--- src/hw/rtl/mmsc_pkg.sv ---
// Shared types, constants and gain functions of the multi-model switching controller.
package mmsc_pkg;

  localparam int DataW  = 32;
  localparam int OpW    = 3;
  localparam int ModelW = 2;

  // Signed width of 2*N + D; |N| stays below 19 * 2^31.
  localparam int NumW   = 39;
  // Width of the offset numerator before clamping.
  localparam int TW     = 40;
  // Clamped, offset numerator: below 25 * 2^32.
  localparam int UW     = 37;
  // Two-digit division of UW bits: high digit, low digit, remainder.
  localparam int SplitW = 18;
  localparam int HiW    = UW - SplitW;
  localparam int OddW   = 5;
  localparam int RemW   = 5;
  localparam int X2W    = RemW + SplitW;
  localparam int QhW    = 17;
  localparam int QlW    = 21;

  // Reciprocals ceil(2^28 / d); exact for dividends below 2^23.
  localparam int RecipW     = 26;
  localparam int RecipShift = 28;
  localparam logic [RecipW-1:0] Recip5  = RecipW'(53687092);
  localparam logic [RecipW-1:0] Recip25 = RecipW'(10737419);

  localparam logic [OpW-1:0] OpRef   = 3'd0;
  localparam logic [OpW-1:0] OpOut   = 3'd1;
  localparam logic [OpW-1:0] OpDeriv = 3'd2;
  localparam logic [OpW-1:0] OpErr1  = 3'd3;
  localparam logic [OpW-1:0] OpErr2  = 3'd4;
  localparam logic [OpW-1:0] OpErr3  = 3'd5;

  localparam logic [ModelW-1:0] Model1 = 2'd1;
  localparam logic [ModelW-1:0] Model2 = 2'd2;
  localparam logic [ModelW-1:0] Model3 = 2'd3;

  localparam int FlagRef   = 0;
  localparam int FlagOut   = 1;
  localparam int FlagDeriv = 2;

  typedef struct packed {
    logic                    valid;
    logic [OpW-1:0]          opcode;
    logic signed [DataW-1:0] value;
  } in_t;

  typedef struct packed {
    logic                    valid;
    logic [ModelW-1:0]       model;
    logic signed [DataW-1:0] reference;
    logic signed [DataW-1:0] plant_out;
    logic signed [DataW-1:0] plant_der;
  } opnd_t;

  typedef struct packed {
    logic                    valid;
    logic signed [DataW-1:0] drive_value;
    logic [ModelW-1:0]       chosen_model;
  } res_t;

  // 2*N + D with N = 10*ref - a*out - b*deriv, scaled so the gains are integers.
  function automatic logic signed [NumW-1:0] num_calc(
    input logic [ModelW-1:0]       m,
    input logic signed [NumW-1:0]  r,
    input logic signed [NumW-1:0]  o,
    input logic signed [NumW-1:0]  d
  );
    logic signed [NumW-1:0] n;
    logic signed [NumW-1:0] den;
    case (m)
      Model1: begin
        n   = 39'sd10 * r - 39'sd6 * o - 39'sd2 * d;
        den = 39'sd20;
      end
      Model2: begin
        n   = 39'sd10 * r - o - 39'sd8 * d;
        den = 39'sd25;
      end
      default: begin
        n   = 39'sd10 * r - 39'sd2 * o - 39'sd5 * d;
        den = 39'sd10;
      end
    endcase
    return (n <<< 1) + den;
  endfunction

  // 2*D = 2^shift * odd
  function automatic logic [1:0] pre_shift(input logic [ModelW-1:0] m);
    logic [1:0] k;
    case (m)
      Model1:  k = 2'd3;
      Model2:  k = 2'd1;
      default: k = 2'd2;
    endcase
    return k;
  endfunction

  function automatic logic [OddW-1:0] odd_div(input logic [ModelW-1:0] m);
    return (m == Model2) ? OddW'(25) : OddW'(5);
  endfunction

  function automatic logic [RecipW-1:0] recip(input logic [ModelW-1:0] m);
    return (m == Model2) ? Recip25 : Recip5;
  endfunction

endpackage

--- src/hw/rtl/mmsc_in_if.sv ---
// Sample channel: opcode and signed sample with valid/ready handshake.
interface mmsc_in_if import mmsc_pkg::*; ();
  logic                    valid;
  logic                    ready;
  logic [OpW-1:0]          opcode;
  logic signed [DataW-1:0] sample_value;

  modport source (output valid, output opcode, output sample_value, input ready);
  modport sink   (input valid, input opcode, input sample_value, output ready);
endinterface

--- src/hw/rtl/mmsc_out_if.sv ---
// Drive channel: saturated drive and chosen model with valid/ready handshake.
interface mmsc_out_if import mmsc_pkg::*; ();
  logic                    valid;
  logic                    ready;
  logic signed [DataW-1:0] drive_value;
  logic [ModelW-1:0]       chosen_model;

  modport source (output valid, output drive_value, output chosen_model, input ready);
  modport sink   (input valid, input drive_value, input chosen_model, output ready);
endinterface

--- src/hw/rtl/multi_model_switching_controller.sv ---
// Top level of the multi-model switching controller.
//
// Usage:
//   sample_i takes one transaction per cycle while ready, each an opcode
//   and a signed Q16.16 value. Opcodes 0..2 fill the reference, plant output
//   and plant derivative holds (a hold already filled ignores further
//   writes); 3..5 overwrite the error of model 1..3; 6 and 7 do nothing.
//   When the third hold fills, drive_o gives one transaction: the drive
//   (ref - a*out - b*deriv)/c of the model with the smallest error (ties to
//   the lower number), rounded to nearest and saturated, with that model's
//   number. The holds are then released.
//   One transaction is accepted every cycle while no result waits on a
//   stalled drive_o, through a seven-register pipeline.
//   Reset clears the holds, the errors and all pipeline valids.
//   A stall on drive_o freezes the whole pipeline; sample_i.ready follows
//   drive_o.ready while a result waits.
module multi_model_switching_controller import mmsc_pkg::*; (
  input  logic        clk_i,
  input  logic        rst_ni,
  mmsc_in_if.sink     sample_i,
  mmsc_out_if.source  drive_o
);

  logic  en;
  in_t   in_q;
  opnd_t opnd;
  res_t  res;

  // advance everything unless a result is stuck at the output
  assign en             = !res.valid || drive_o.ready;
  assign sample_i.ready = en;

  always_ff @(posedge clk_i or negedge rst_ni) begin
    if (!rst_ni) begin
      in_q <= '0;
    end else if (en) begin
      in_q.valid  <= sample_i.valid;
      in_q.opcode <= sample_i.opcode;
      in_q.value  <= sample_i.sample_value;
    end
  end

  mmsc_select u_select (
    .clk_i  (clk_i),
    .rst_ni (rst_ni),
    .en_i   (en),
    .in_i   (in_q),
    .opnd_o (opnd)
  );

  mmsc_drive u_drive (
    .clk_i  (clk_i),
    .rst_ni (rst_ni),
    .en_i   (en),
    .opnd_i (opnd),
    .res_o  (res)
  );

  assign drive_o.valid        = res.valid;
  assign drive_o.drive_value  = res.drive_value;
  assign drive_o.chosen_model = res.chosen_model;

endmodule

--- src/hw/rtl/mmsc_select.sv ---
// Sample holds, model errors and minimum-error model choice.
module mmsc_select import mmsc_pkg::*; (
  input  logic  clk_i,
  input  logic  rst_ni,
  input  logic  en_i,
  input  in_t   in_i,
  output opnd_t opnd_o
);

  logic signed [DataW-1:0] ref_q, ref_d;
  logic signed [DataW-1:0] out_q, out_d;
  logic signed [DataW-1:0] der_q, der_d;
  logic signed [DataW-1:0] err_q [3];
  logic signed [DataW-1:0] err_d [3];
  logic [2:0]              flags_q, flags_d, flags_set, flags_n;
  logic                    fire;
  logic [ModelW-1:0]       model;
  opnd_t                   opnd_q, opnd_d;

  always_comb begin
    ref_d     = ref_q;
    out_d     = out_q;
    der_d     = der_q;
    err_d     = err_q;
    flags_set = '0;
    if (in_i.valid) begin
      case (in_i.opcode)
        OpRef: begin
          if (!flags_q[FlagRef]) begin
            ref_d              = in_i.value;
            flags_set[FlagRef] = 1'b1;
          end
        end
        OpOut: begin
          if (!flags_q[FlagOut]) begin
            out_d              = in_i.value;
            flags_set[FlagOut] = 1'b1;
          end
        end
        OpDeriv: begin
          if (!flags_q[FlagDeriv]) begin
            der_d                = in_i.value;
            flags_set[FlagDeriv] = 1'b1;
          end
        end
        OpErr1:  err_d[0] = in_i.value;
        OpErr2:  err_d[1] = in_i.value;
        OpErr3:  err_d[2] = in_i.value;
        default: ;
      endcase
    end
    flags_n = flags_q | flags_set;
    fire    = in_i.valid && (flags_n == 3'b111);
    flags_d = fire ? 3'b000 : flags_n;

    // true minimum, ties to the lower model
    if (err_d[0] <= err_d[1] && err_d[0] <= err_d[2]) begin
      model = Model1;
    end else if (err_d[1] <= err_d[2]) begin
      model = Model2;
    end else begin
      model = Model3;
    end

    opnd_d.valid     = fire;
    opnd_d.model     = model;
    opnd_d.reference = ref_d;
    opnd_d.plant_out = out_d;
    opnd_d.plant_der = der_d;
  end

  always_ff @(posedge clk_i or negedge rst_ni) begin
    if (!rst_ni) begin
      ref_q        <= '0;
      out_q        <= '0;
      der_q        <= '0;
      flags_q      <= '0;
      for (int i = 0; i < 3; i++) begin
        err_q[i] <= '0;
      end
      opnd_q       <= '0;
    end else if (en_i) begin
      ref_q        <= ref_d;
      out_q        <= out_d;
      der_q        <= der_d;
      flags_q      <= flags_d;
      err_q        <= err_d;
      opnd_q       <= opnd_d;
    end
  end

  assign opnd_o = opnd_q;

  a_flags_clear_on_result: assert property (@(posedge clk_i) disable iff (!rst_ni)
    opnd_q.valid |-> (flags_q == 3'b000))
    else $error("held flags not cleared after a result");

  a_held_ref_kept: assert property (@(posedge clk_i) disable iff (!rst_ni)
    (en_i && flags_q[FlagRef] && !fire) |=> (flags_q[FlagRef] && $stable(ref_q)))
    else $error("held reference lost before a result");

  a_model1_min: assert property (@(posedge clk_i) disable iff (!rst_ni)
    (opnd_q.valid && opnd_q.model == Model1) |->
      (err_q[0] <= err_q[1] && err_q[0] <= err_q[2]))
    else $error("model 1 chosen without the smallest error");

  a_model2_min: assert property (@(posedge clk_i) disable iff (!rst_ni)
    (opnd_q.valid && opnd_q.model == Model2) |->
      (err_q[1] < err_q[0] && err_q[1] <= err_q[2]))
    else $error("model 2 chosen without the smallest error");

endmodule

--- src/hw/rtl/mmsc_drive.sv ---
// Drive pipeline: numerator, clamp, two-digit reciprocal division, result register.
module mmsc_drive import mmsc_pkg::*; (
  input  logic  clk_i,
  input  logic  rst_ni,
  input  logic  en_i,
  input  opnd_t opnd_i,
  output res_t  res_o
);

  // numerator stage
  logic                    v_num_q;
  logic [ModelW-1:0]       m_num_q;
  logic signed [NumW-1:0]  num_q, num_d;

  // clamp stage
  logic                    v_u_q;
  logic [ModelW-1:0]       m_u_q;
  logic [UW-1:0]           u_q, u_d;
  logic signed [NumW-1:0]  y_sh;
  logic signed [TW-1:0]    y_s, t_s;
  logic [TW-1:0]           off, lim;

  // high digit stage
  logic                    v_hi_q;
  logic [ModelW-1:0]       m_hi_q;
  logic [HiW-1:0]          uh_q;
  logic [SplitW-1:0]       ul_q;
  logic [QhW-1:0]          qh_q, qh_d;
  logic [HiW+RecipW-1:0]   prod_hi;

  // remainder stage
  logic                    v_rem_q;
  logic [ModelW-1:0]       m_rem_q;
  logic [QhW-1:0]          qh2_q;
  logic [X2W-1:0]          x2_q, x2_d;
  logic [HiW-1:0]          qd;
  logic [RemW-1:0]         rh;

  // result stage
  logic [X2W+RecipW-1:0]   prod_lo;
  logic [QlW-1:0]          ql;
  logic [DataW-1:0]        qfull;
  res_t                    res_q;

  assign num_d = num_calc(opnd_i.model,
                          NumW'(opnd_i.reference),
                          NumW'(opnd_i.plant_out),
                          NumW'(opnd_i.plant_der));

  // floor by 2^k, then offset by d*2^31 and clamp to [0, d*2^32 - 1]
  always_comb begin
    y_sh = num_q >>> pre_shift(m_num_q);
    y_s  = {{(TW-NumW){y_sh[NumW-1]}}, y_sh};
    off  = {{(TW-OddW){1'b0}}, odd_div(m_num_q)} << (DataW - 1);
    lim  = ({{(TW-OddW){1'b0}}, odd_div(m_num_q)} << DataW) - TW'(1);
    t_s  = y_s + $signed(off);
    if (t_s[TW-1]) begin
      u_d = '0;
    end else if ($unsigned(t_s) > lim) begin
      u_d = UW'(lim);
    end else begin
      u_d = UW'($unsigned(t_s));
    end
  end

  always_comb begin
    prod_hi = (HiW+RecipW)'(u_q[UW-1:SplitW]) * (HiW+RecipW)'(recip(m_u_q));
    qh_d    = prod_hi[RecipShift +: QhW];
  end

  always_comb begin
    qd   = HiW'(qh_q) * HiW'(odd_div(m_hi_q));
    rh   = RemW'(uh_q - qd);
    x2_d = {rh, ul_q};
  end

  always_comb begin
    prod_lo = (X2W+RecipW)'(x2_q) * (X2W+RecipW)'(recip(m_rem_q));
    ql      = prod_lo[RecipShift +: QlW];
    qfull   = DataW'({qh2_q, {SplitW{1'b0}}}) + DataW'(ql);
  end

  always_ff @(posedge clk_i or negedge rst_ni) begin
    if (!rst_ni) begin
      v_num_q     <= 1'b0;
      v_u_q       <= 1'b0;
      v_hi_q      <= 1'b0;
      v_rem_q     <= 1'b0;
      res_q       <= '0;
    end else if (en_i) begin
      v_num_q            <= opnd_i.valid;
      v_u_q              <= v_num_q;
      v_hi_q             <= v_u_q;
      v_rem_q            <= v_hi_q;
      res_q.valid        <= v_rem_q;
      res_q.chosen_model <= m_rem_q;
      // undo the 2^31 offset
      res_q.drive_value  <= {~qfull[DataW-1], qfull[DataW-2:0]};
    end
  end

  always_ff @(posedge clk_i) begin
    if (en_i) begin
      m_num_q            <= opnd_i.model;
      num_q              <= num_d;
      m_u_q              <= m_num_q;
      u_q                <= u_d;
      m_hi_q             <= m_u_q;
      uh_q               <= u_q[UW-1:SplitW];
      ul_q               <= u_q[SplitW-1:0];
      qh_q               <= qh_d;
      m_rem_q            <= m_hi_q;
      qh2_q              <= qh_q;
      x2_q               <= x2_d;
    end
  end

  assign res_o = res_q;

  a_rem_below_divisor: assert property (@(posedge clk_i) disable iff (!rst_ni)
    v_rem_q |-> (x2_q[X2W-1:SplitW] < odd_div(m_rem_q)))
    else $error("digit remainder not below the divisor");

  a_model_valid: assert property (@(posedge clk_i) disable iff (!rst_ni)
    res_q.valid |-> (res_q.chosen_model != 2'd0))
    else $error("result carries no model number");

endmodule
--- src/flat_wrapper.sv ---
// flat-port wrapper written by rule: the top's interface ports become plain ports
module multi_model_switching_controller_flat import mmsc_pkg::*;
  (clk_i, rst_ni, sample_i_valid, sample_i_opcode, sample_i_sample_value, sample_i_ready, drive_o_valid, drive_o_drive_value, drive_o_chosen_model, drive_o_ready);
  mmsc_in_if sample_i_i ();
  mmsc_out_if drive_o_i ();
  input  logic clk_i;
  input  logic rst_ni;
  input wire logic [$bits(sample_i_i.valid)-1:0] sample_i_valid;
  input wire logic [$bits(sample_i_i.opcode)-1:0] sample_i_opcode;
  input wire logic [$bits(sample_i_i.sample_value)-1:0] sample_i_sample_value;
  output wire logic [$bits(sample_i_i.ready)-1:0] sample_i_ready;
  output wire logic [$bits(drive_o_i.valid)-1:0] drive_o_valid;
  output wire logic [$bits(drive_o_i.drive_value)-1:0] drive_o_drive_value;
  output wire logic [$bits(drive_o_i.chosen_model)-1:0] drive_o_chosen_model;
  input wire logic [$bits(drive_o_i.ready)-1:0] drive_o_ready;
  assign sample_i_i.valid = sample_i_valid;
  assign sample_i_i.opcode = sample_i_opcode;
  assign sample_i_i.sample_value = sample_i_sample_value;
  assign sample_i_ready = sample_i_i.ready;
  assign drive_o_valid = drive_o_i.valid;
  assign drive_o_drive_value = drive_o_i.drive_value;
  assign drive_o_chosen_model = drive_o_i.chosen_model;
  assign drive_o_i.ready = drive_o_ready;
  multi_model_switching_controller u_core (.clk_i(clk_i), .rst_ni(rst_ni), .sample_i(sample_i_i), .drive_o(drive_o_i));
endmodule
--- config.mk ---
export PLATFORM = sky130hd
export DESIGN_NAME = multi_model_switching_controller_flat
export DESIGN_NICKNAME = d
export VERILOG_FILES = /design/src/hw/rtl/mmsc_pkg.sv /design/src/hw/rtl/mmsc_in_if.sv /design/src/hw/rtl/mmsc_out_if.sv /design/src/hw/rtl/multi_model_switching_controller.sv /design/src/hw/rtl/mmsc_select.sv /design/src/hw/rtl/mmsc_drive.sv /design/src/flat_wrapper.sv
export SDC_FILE = /design/constraint.sdc
export NUM_CORES = 2
export LEC_CHECK = 0
export BUFFER_PORTS_ARGS = -buffer_cell sky130_fd_sc_hd__buf_2
export CAP_MARGIN = 20
export CORE_MARGIN = 4
export CORE_UTILIZATION = 25
export CTS_CLUSTER_SIZE = 10
export DETAILED_ROUTE_END_ITERATION = 8
export PLACE_DENSITY = 0.35
export SLEW_MARGIN = 0
export SYNTH_ARGS = -nofsm -noshare
export SYNTH_HDL_FRONTEND = slang
export SYNTH_SLANG_ARGS = --single-unit
export TNS_END_PERCENT = 20
--- constraint.sdc ---
create_clock -name clk_i -period 10.2 [get_ports clk_i]
set_clock_uncertainty 0.2 [all_clocks]
set_input_delay 0 -clock clk_i [delete_from_list [all_inputs] [get_ports clk_i]]
set_output_delay 0 -clock clk_i [all_outputs]
set_load 0.01 [all_outputs]
## Word level (Yosys, flattened, before mapping)

Cells that the tools add are included.

- Bits in registers: 434
- Logic and storage cells: 109
- Bits of input ports: 39
- Output and inout bits: 36

- Add/subtract/negate cells: 11
- Muxes and demuxes: 31
- $lt $le $gt $ge: 4
- Bitwise operators: 5
- Equal/unequal tests: 13
- $mul: 6
- Reductions and logical operators: 8
- Shifts and indexed selects: 1

Operators by type and width:

| kind | count |
|---|---|
| two-way mux 32 bit | 12 |
| less-or-equal comparator 32 bit | 3 |
| two-way mux 96 bit | 1 |
| one-hot mux 38 bit (2 select lines) | 1 |
| multiplier 4 x 32 -> 36 bit, first input constant | 2 |
| two-way mux 26 bit | 2 |
| multiplier 23 x 26 -> 49 bit | 1 |
| multiplier 19 x 26 -> 45 bit | 1 |
| adder 39 x 37 -> 40 bit | 1 |
| > comparator 40 bit | 1 |
| adder 39 bit | 1 |
| >>> shifter 39 x 2 -> 39 bit | 1 |
| subtractor 37 x 1 -> 38 bit, second input constant | 1 |
| subtractor 37 x 32 -> 38 bit | 1 |
| subtractor 37 x 33 -> 38 bit | 1 |
| subtractor 37 x 36 -> 38 bit | 1 |
| subtractor 38 x 33 -> 38 bit | 1 |
| subtractor 38 x 35 -> 38 bit | 1 |
| subtractor 38 x 36 -> 38 bit | 1 |
| two-way mux 37 bit | 1 |
| multiplier 3 x 32 -> 35 bit, first input constant | 1 |
| adder 32 x 21 -> 32 bit | 1 |
| multiplier 17 x 5 -> 5 bit | 1 |
| AND reduction 4 bit | 3 |
| other kinds (18) | 38 |

## Depth between registers and ports, before layout

- Depth after elaboration: 7
- Depth in mapped cells: 39
- Mapped depth without buffers: 38

## Modules after synthesis

A second synthesis with hierarchy kept.

- Cell total of the unflattened synthesis: 6204
- Area total of the unflattened synthesis: 60483.0 µm²

By module, submodules not included:

| module | instances | seq. area each (µm²) | cells each | area each (µm²) |
|---|---|---|---|---|
| mmsc_drive | 1 | 5720.5 | 5079 | 48158.7 |
| mmsc_select | 1 | 4954.8 | 1048 | 10824.1 |
| multi_model_switching_controller | 1 | 900.9 | 77 | 1500.2 |

## Least setup slack after synthesis

OpenSTA, ideal clock, no wires.

- Path kind: register to register
- From: register u_core.u_drive.m_rem_q[0]
- To: register u_core.u_drive.res_o[33] (netlist name)
- Buffers on the path: 2
- Path slack: 1.547 ns
- Stages on the path, launching flop included: 37
- Library setup time: 0.137 ns
- Data arrival time: 8.316 ns
- Data required time: 9.863 ns
- Clock period less this slack: 8.653 ns
- Cell sequence: edfxtp_1 > nand2b_1 > clkbuf_1 > clkbuf_1 > nor2_1 > fa_1 > inv_1 > fa_1 > fa_1 > inv_1 > fa_1 > fa_1 > fa_1 > inv_1 > fa_1 > inv_1 > ha_1 > a21o_1 > a21o_1 > a21o_1 > a21o_1 > a221oi_1 > o21ai_0 > a21oi_1 > o21bai_1 > a21oi_1 > nor2b_1 > o21a_1 > nor2_1 > xnor2_1 > ha_1 > a21oi_1 > nand2b_1 > nor3_1 > nand3_1 > xnor2_1 > a21oi_1

- Word-level cells in the longest chain between the ends: 5

Ends and longest elaborated chain:

| item | line | RTL |
|---|---|---|
| start: declaration | mmsc_drive.sv:33 | `logic [ModelW-1:0] m_rem_q;` |
| start signal: assignment | mmsc_drive.sv:112 | `m_rem_q <= m_hi_q;` |
| == test 2 bit | mmsc_pkg.sv:106 | `return (m == Model2) ? Recip25 : Recip5;` |
| two-way mux 26 bit | mmsc_pkg.sv:106 |  |
| multiplier 23 x 26 -> 49 bit | mmsc_drive.sv:78 | `prod_lo = (X2W+RecipW)'(x2_q) * (X2W+RecipW)'(recip(m_rem_q));` |
| adder 32 x 21 -> 32 bit | mmsc_drive.sv:80 | `qfull = DataW'({qh2_q, {SplitW{1'b0}}}) + DataW'(ql);` |
| NOT 1 bit | mmsc_drive.sv:98 | `res_q.drive_value <= {~qfull[DataW-1], qfull[DataW-2:0]};` |

Every way passes these cells.
A chain may end at the register's enable or synchronous reset.

## Worst setup path after layout

- From: register u_core.u_drive.m_rem_q[0]
- To: register u_core.u_drive.res_o[33] (netlist name)

- Word-level cells in the longest chain between the ends: 5

Ends and longest elaborated chain:

| item | line |
|---|---|
| == test 2 bit | mmsc_pkg.sv:106 |
| two-way mux 26 bit | mmsc_pkg.sv:106 |
| multiplier 23 x 26 -> 49 bit | mmsc_drive.sv:78 |
| adder 32 x 21 -> 32 bit | mmsc_drive.sv:80 |
| NOT 1 bit | mmsc_drive.sv:98 |

Every way passes these cells.

==> metrics.md <==
| Metric | Value |
|---|---|
| Vias per cell | `4.38` |
| Post-synth top area cell | `fa_1` |
| Worst slew pin tran | `0.982 ns` |
| Most used DFF post-synth | `dfrtp_1` |
| Vias in the first global route | `45600` |
| Multi-input logic area | `42700 µm²` |
| HP Class | `register to register` |
| Final Cycle Share | `0.923` |
| Initial DRC count | `2011` |
| Most frequent cell after synthesis | `inv_1` |
| #FFs+latches synth | `431` |
| Pins over their slew limit | `0` |
| # setup viols final | `0` |
| Share of cells above drive strength 1 | `0.0696` |
| Met2 Usage GRT | `0.260` |
| Chip height | `498 µm` |
| Mux contribution to synthesized area | `0.0458` |
| Root buffer cell | `clkbuf_16` |
| DRT antenna net count | `0` |
| Final instance count without filler cells | `9576` |
| Syn. warnings | `0` |
| Post-layout util | `0.281` |
| Nets | `8074` |
| Die span in x | `498 µm` |
| I/O pin count | `75` |
| Via count | `41900` |
| WL/cell | `18.9 µm` |
| CTS tree | `built` |
| Startpoint types | `register` |
| Gr busiest metal | `met2` |
| # port buffers | `74` |
| Num CTS Buffers | `58` |
| Top-area cell type share of the netlist area | `0.237` |
| Adder-Cell Fraction of Synth Area | `0.437` |
| Met1 usage | `0.199` |
| First-pass GRT wire length | `281000 µm` |
| # rows | `179` |
| XOR/XNOR share of the synthesized area | `0.0370` |
| Initial DRT Pass Iterations | `5` |
| Compound-cell area share of the yosys netlist | `0.101` |
| Mapped cell area | `59900 µm²` |
| CP max stage delay | `0.54 ns` |
| Hold Violations, Final | `0` |
| Post-Synth Simple-Gate Area | `0.0903` |
| Min Tclk post-route | `9.42 ns` |
| Syn Inst Count | `6245` |
| Async set-reset flop share out of synthesis | `0.633` |
| Htree depth | `2` |
| GR Layer Usage met3 | `0.0109` |
| Slew HR | `0.329` |
| Total Negative Setup Slacks | `0 ns` |
| Netlist cell types | `102` |
| RSZ-0062 raised after global routing | `false` |
| Status | `completed` |
| EDFF count, synth | `158` |
| Synth top cells by count | `inv_1, ha_1, fa_1, nand2_1, nor2_1` |
| Critical-path top delay cell | `fa_1` |
| Routed Wire Length | `181000 µm` |
| Main combinational cell family by area after synthesis | `adder cells` |
| GRT Overall Usage | `0.146` |
| Clock latency at the later pin of the worst-skew pair | `0.67 ns` |
| Setup bufs post-CTS | `0` |
| Layout area overhead | `11.6%` |
| Hpwl dp | `155000 µm` |
| # fillers | `25500` |
| Placed cells | `9392` |
| Die area | `248000 µm²` |
| Clock tree buffer depth | `3` |
| CP Capture Type | `register` |
| Gr ovfl total | `0` |
| CORE AREA | `238000 µm²` |
| Avg Cell Area, Syn | `9.60 µm²` |
| Initial Util | `0.252` |
| DRC violations left | `0` |
| Crit Path Category | `register to register` |
| Initial antenna violation count | `4` |
| CTS sink cnt | `431` |
| Critical path required time | `10.50 ns` |
| CTS clk-pin slew, worst paths | `0.06 ns` |
| GP Congestion | `0.848` |
| Max_cap viols | `0` |
| Critical Path Fanout Max | `16` |
| Fmax | `0.106 GHz` |
| Largest net degree at the start of global routing | `150` |
| Top cells by area, synth | `fa_1, ha_1, dfrtp_1` |
| Worst endpoint data arrival time | `9.72 ns` |
| Flip-flop and latch area | `11600 µm²` |
| Register area share after synthesis | `0.193` |
-- metal layers --
| metal | vias up | wire length (µm) |
|---|---|---|
| li1 | 20600 | - |
| met1 | 20800 | 86400 |
| met2 | 427 | 89600 |
| met3 | 103 | 3130 |
| met4 | 0 | 2180 |
| met5 | - | 0 |
-- area by class of cell --
cell class | count | area share
Multi-Input combinational cell | 4294 | 0.638
Clock buffer | 82 | 0.0249
Inverter | 1367 | 0.0768
Tap cell | 3167 | 0.0592
Sequential cell | 431 | 0.173
Timing Repair Buffer | 216 | 0.0252
Antenna cell | 2 | 0.0000748
Clock inverter | 17 | 0.00273
-- placed cells by master (no fill, tap or decap), drive strengths merged, types with 13 or more instances in the layout --
cell type | synthesis | layout
mux2i | 99 | 99
buf | 30 | 134
nand2b | 45 | 45
a21oi | 335 | 335
o211ai | 17 | 17
nor2 | 344 | 344
and2 | 37 | 37
o21ai | 179 | 179
nand4 | 54 | 54
dfrtp | 273 | 273
a211oi | 32 | 32
xnor2 | 164 | 164
ha | 956 | 956
clkinv | 2 | 13
or2 | 25 | 25
dlygate4sd3 | 0 | 82
nor4 | 23 | 23
o21bai | 21 | 21
a21o | 137 | 137
inv | 1365 | 1368
mux2 | 148 | 148
or3 | 17 | 17
nor3 | 45 | 45
and3 | 22 | 22
a31oi | 25 | 25
nand3 | 53 | 53
xor2 | 89 | 89
clkbuf | 133 | 82
fa | 711 | 711
o21a | 54 | 54
edfxtp | 158 | 158
nor2b | 43 | 43
nand2 | 420 | 420
-- per-stage QoR --
stage                     setup WS (ns)  hold slack (ns)  instance area (µm²)
final                             0.783            0.216                66900
after global routing              0.104            0.220                66900
after CTS                         0.355            0.217                66900
after detailed placement          0.370           -0.149                64200
after global placement            0.459           -0.147                64200
after floorplan                    1.55           -0.496                60000
-- path summary, 6_finish.rpt --
path / from / endpoint / depth (start not counted) / slack [ns]
setup / recovery: u_core.u_drive.m_rem_q[0] / u_core.u_drive.res_o[33] / 37 / 0.78
hold / removal: u_core.u_drive.ul_q[1] / u_core.u_drive.x2_q[1] / 0 / 0.22
setup reg to reg: u_core.u_drive.m_rem_q[0] / u_core.u_drive.res_o[33] / 37 / 0.78
hold reg to reg: u_core.u_drive.ul_q[1] / u_core.u_drive.x2_q[1] / 0 / 0.22
max in group asynchronous: rst_ni / u_core.u_select.opnd_o[81] / 5 / 7.94
min in group asynchronous: rst_ni / u_core.u_select.err_q[53] / 4 / 0.26
-- sequential cells by signal, summed over array words and instances, names as in the netlist, 3 cells and up --
name	count
u_core.in_q	36
u_core.u_drive.num_q	39
u_core.u_drive.qh2_q	14
u_core.u_drive.qh_q	14
u_core.u_drive.res_o	35
u_core.u_drive.u_q	37
u_core.u_drive.uh_q	5
u_core.u_drive.ul_q	18
u_core.u_drive.x2_q	23
u_core.u_select.err_q	96
u_core.u_select.flags_q	3
u_core.u_select.opnd_o	99
-- worst max-delay path, delay by kind of cell, from the launching register on --
kind	cells	cell delay, ns
adders and majority gates	9	3.83
and+or+nand+nor	13	2.50
AOI/OAI and AO/OA	7	1.44
buffers and inverters	6	0.61
DFF	1	0.45
xor gates and xnor gates	2	0.26
-- kinds of logic (layout without fill, tap and decap cells) --
group | Yosys count | after routing
fa+ha+maj | 1667 | 1667
buf+inv | 1530 | 1682
simple gates | 1169 | 1169
compound gates | 942 | 942
flops | 431 | 431
xor+xnor | 253 | 253
mux | 251 | 251
other cells | 2 | 14
-- timing repair --
item | in CTS | in global routing
endpoints found under the setup margin | 0 | 4
gates resized for setup | 0 | 3
hold buffers | 83 | 0
hold endpoints to repair | 288 | 0
Power is not shown: default switching activity piles up to over one toggle a cycle in this logic, so the estimate is an artifact.
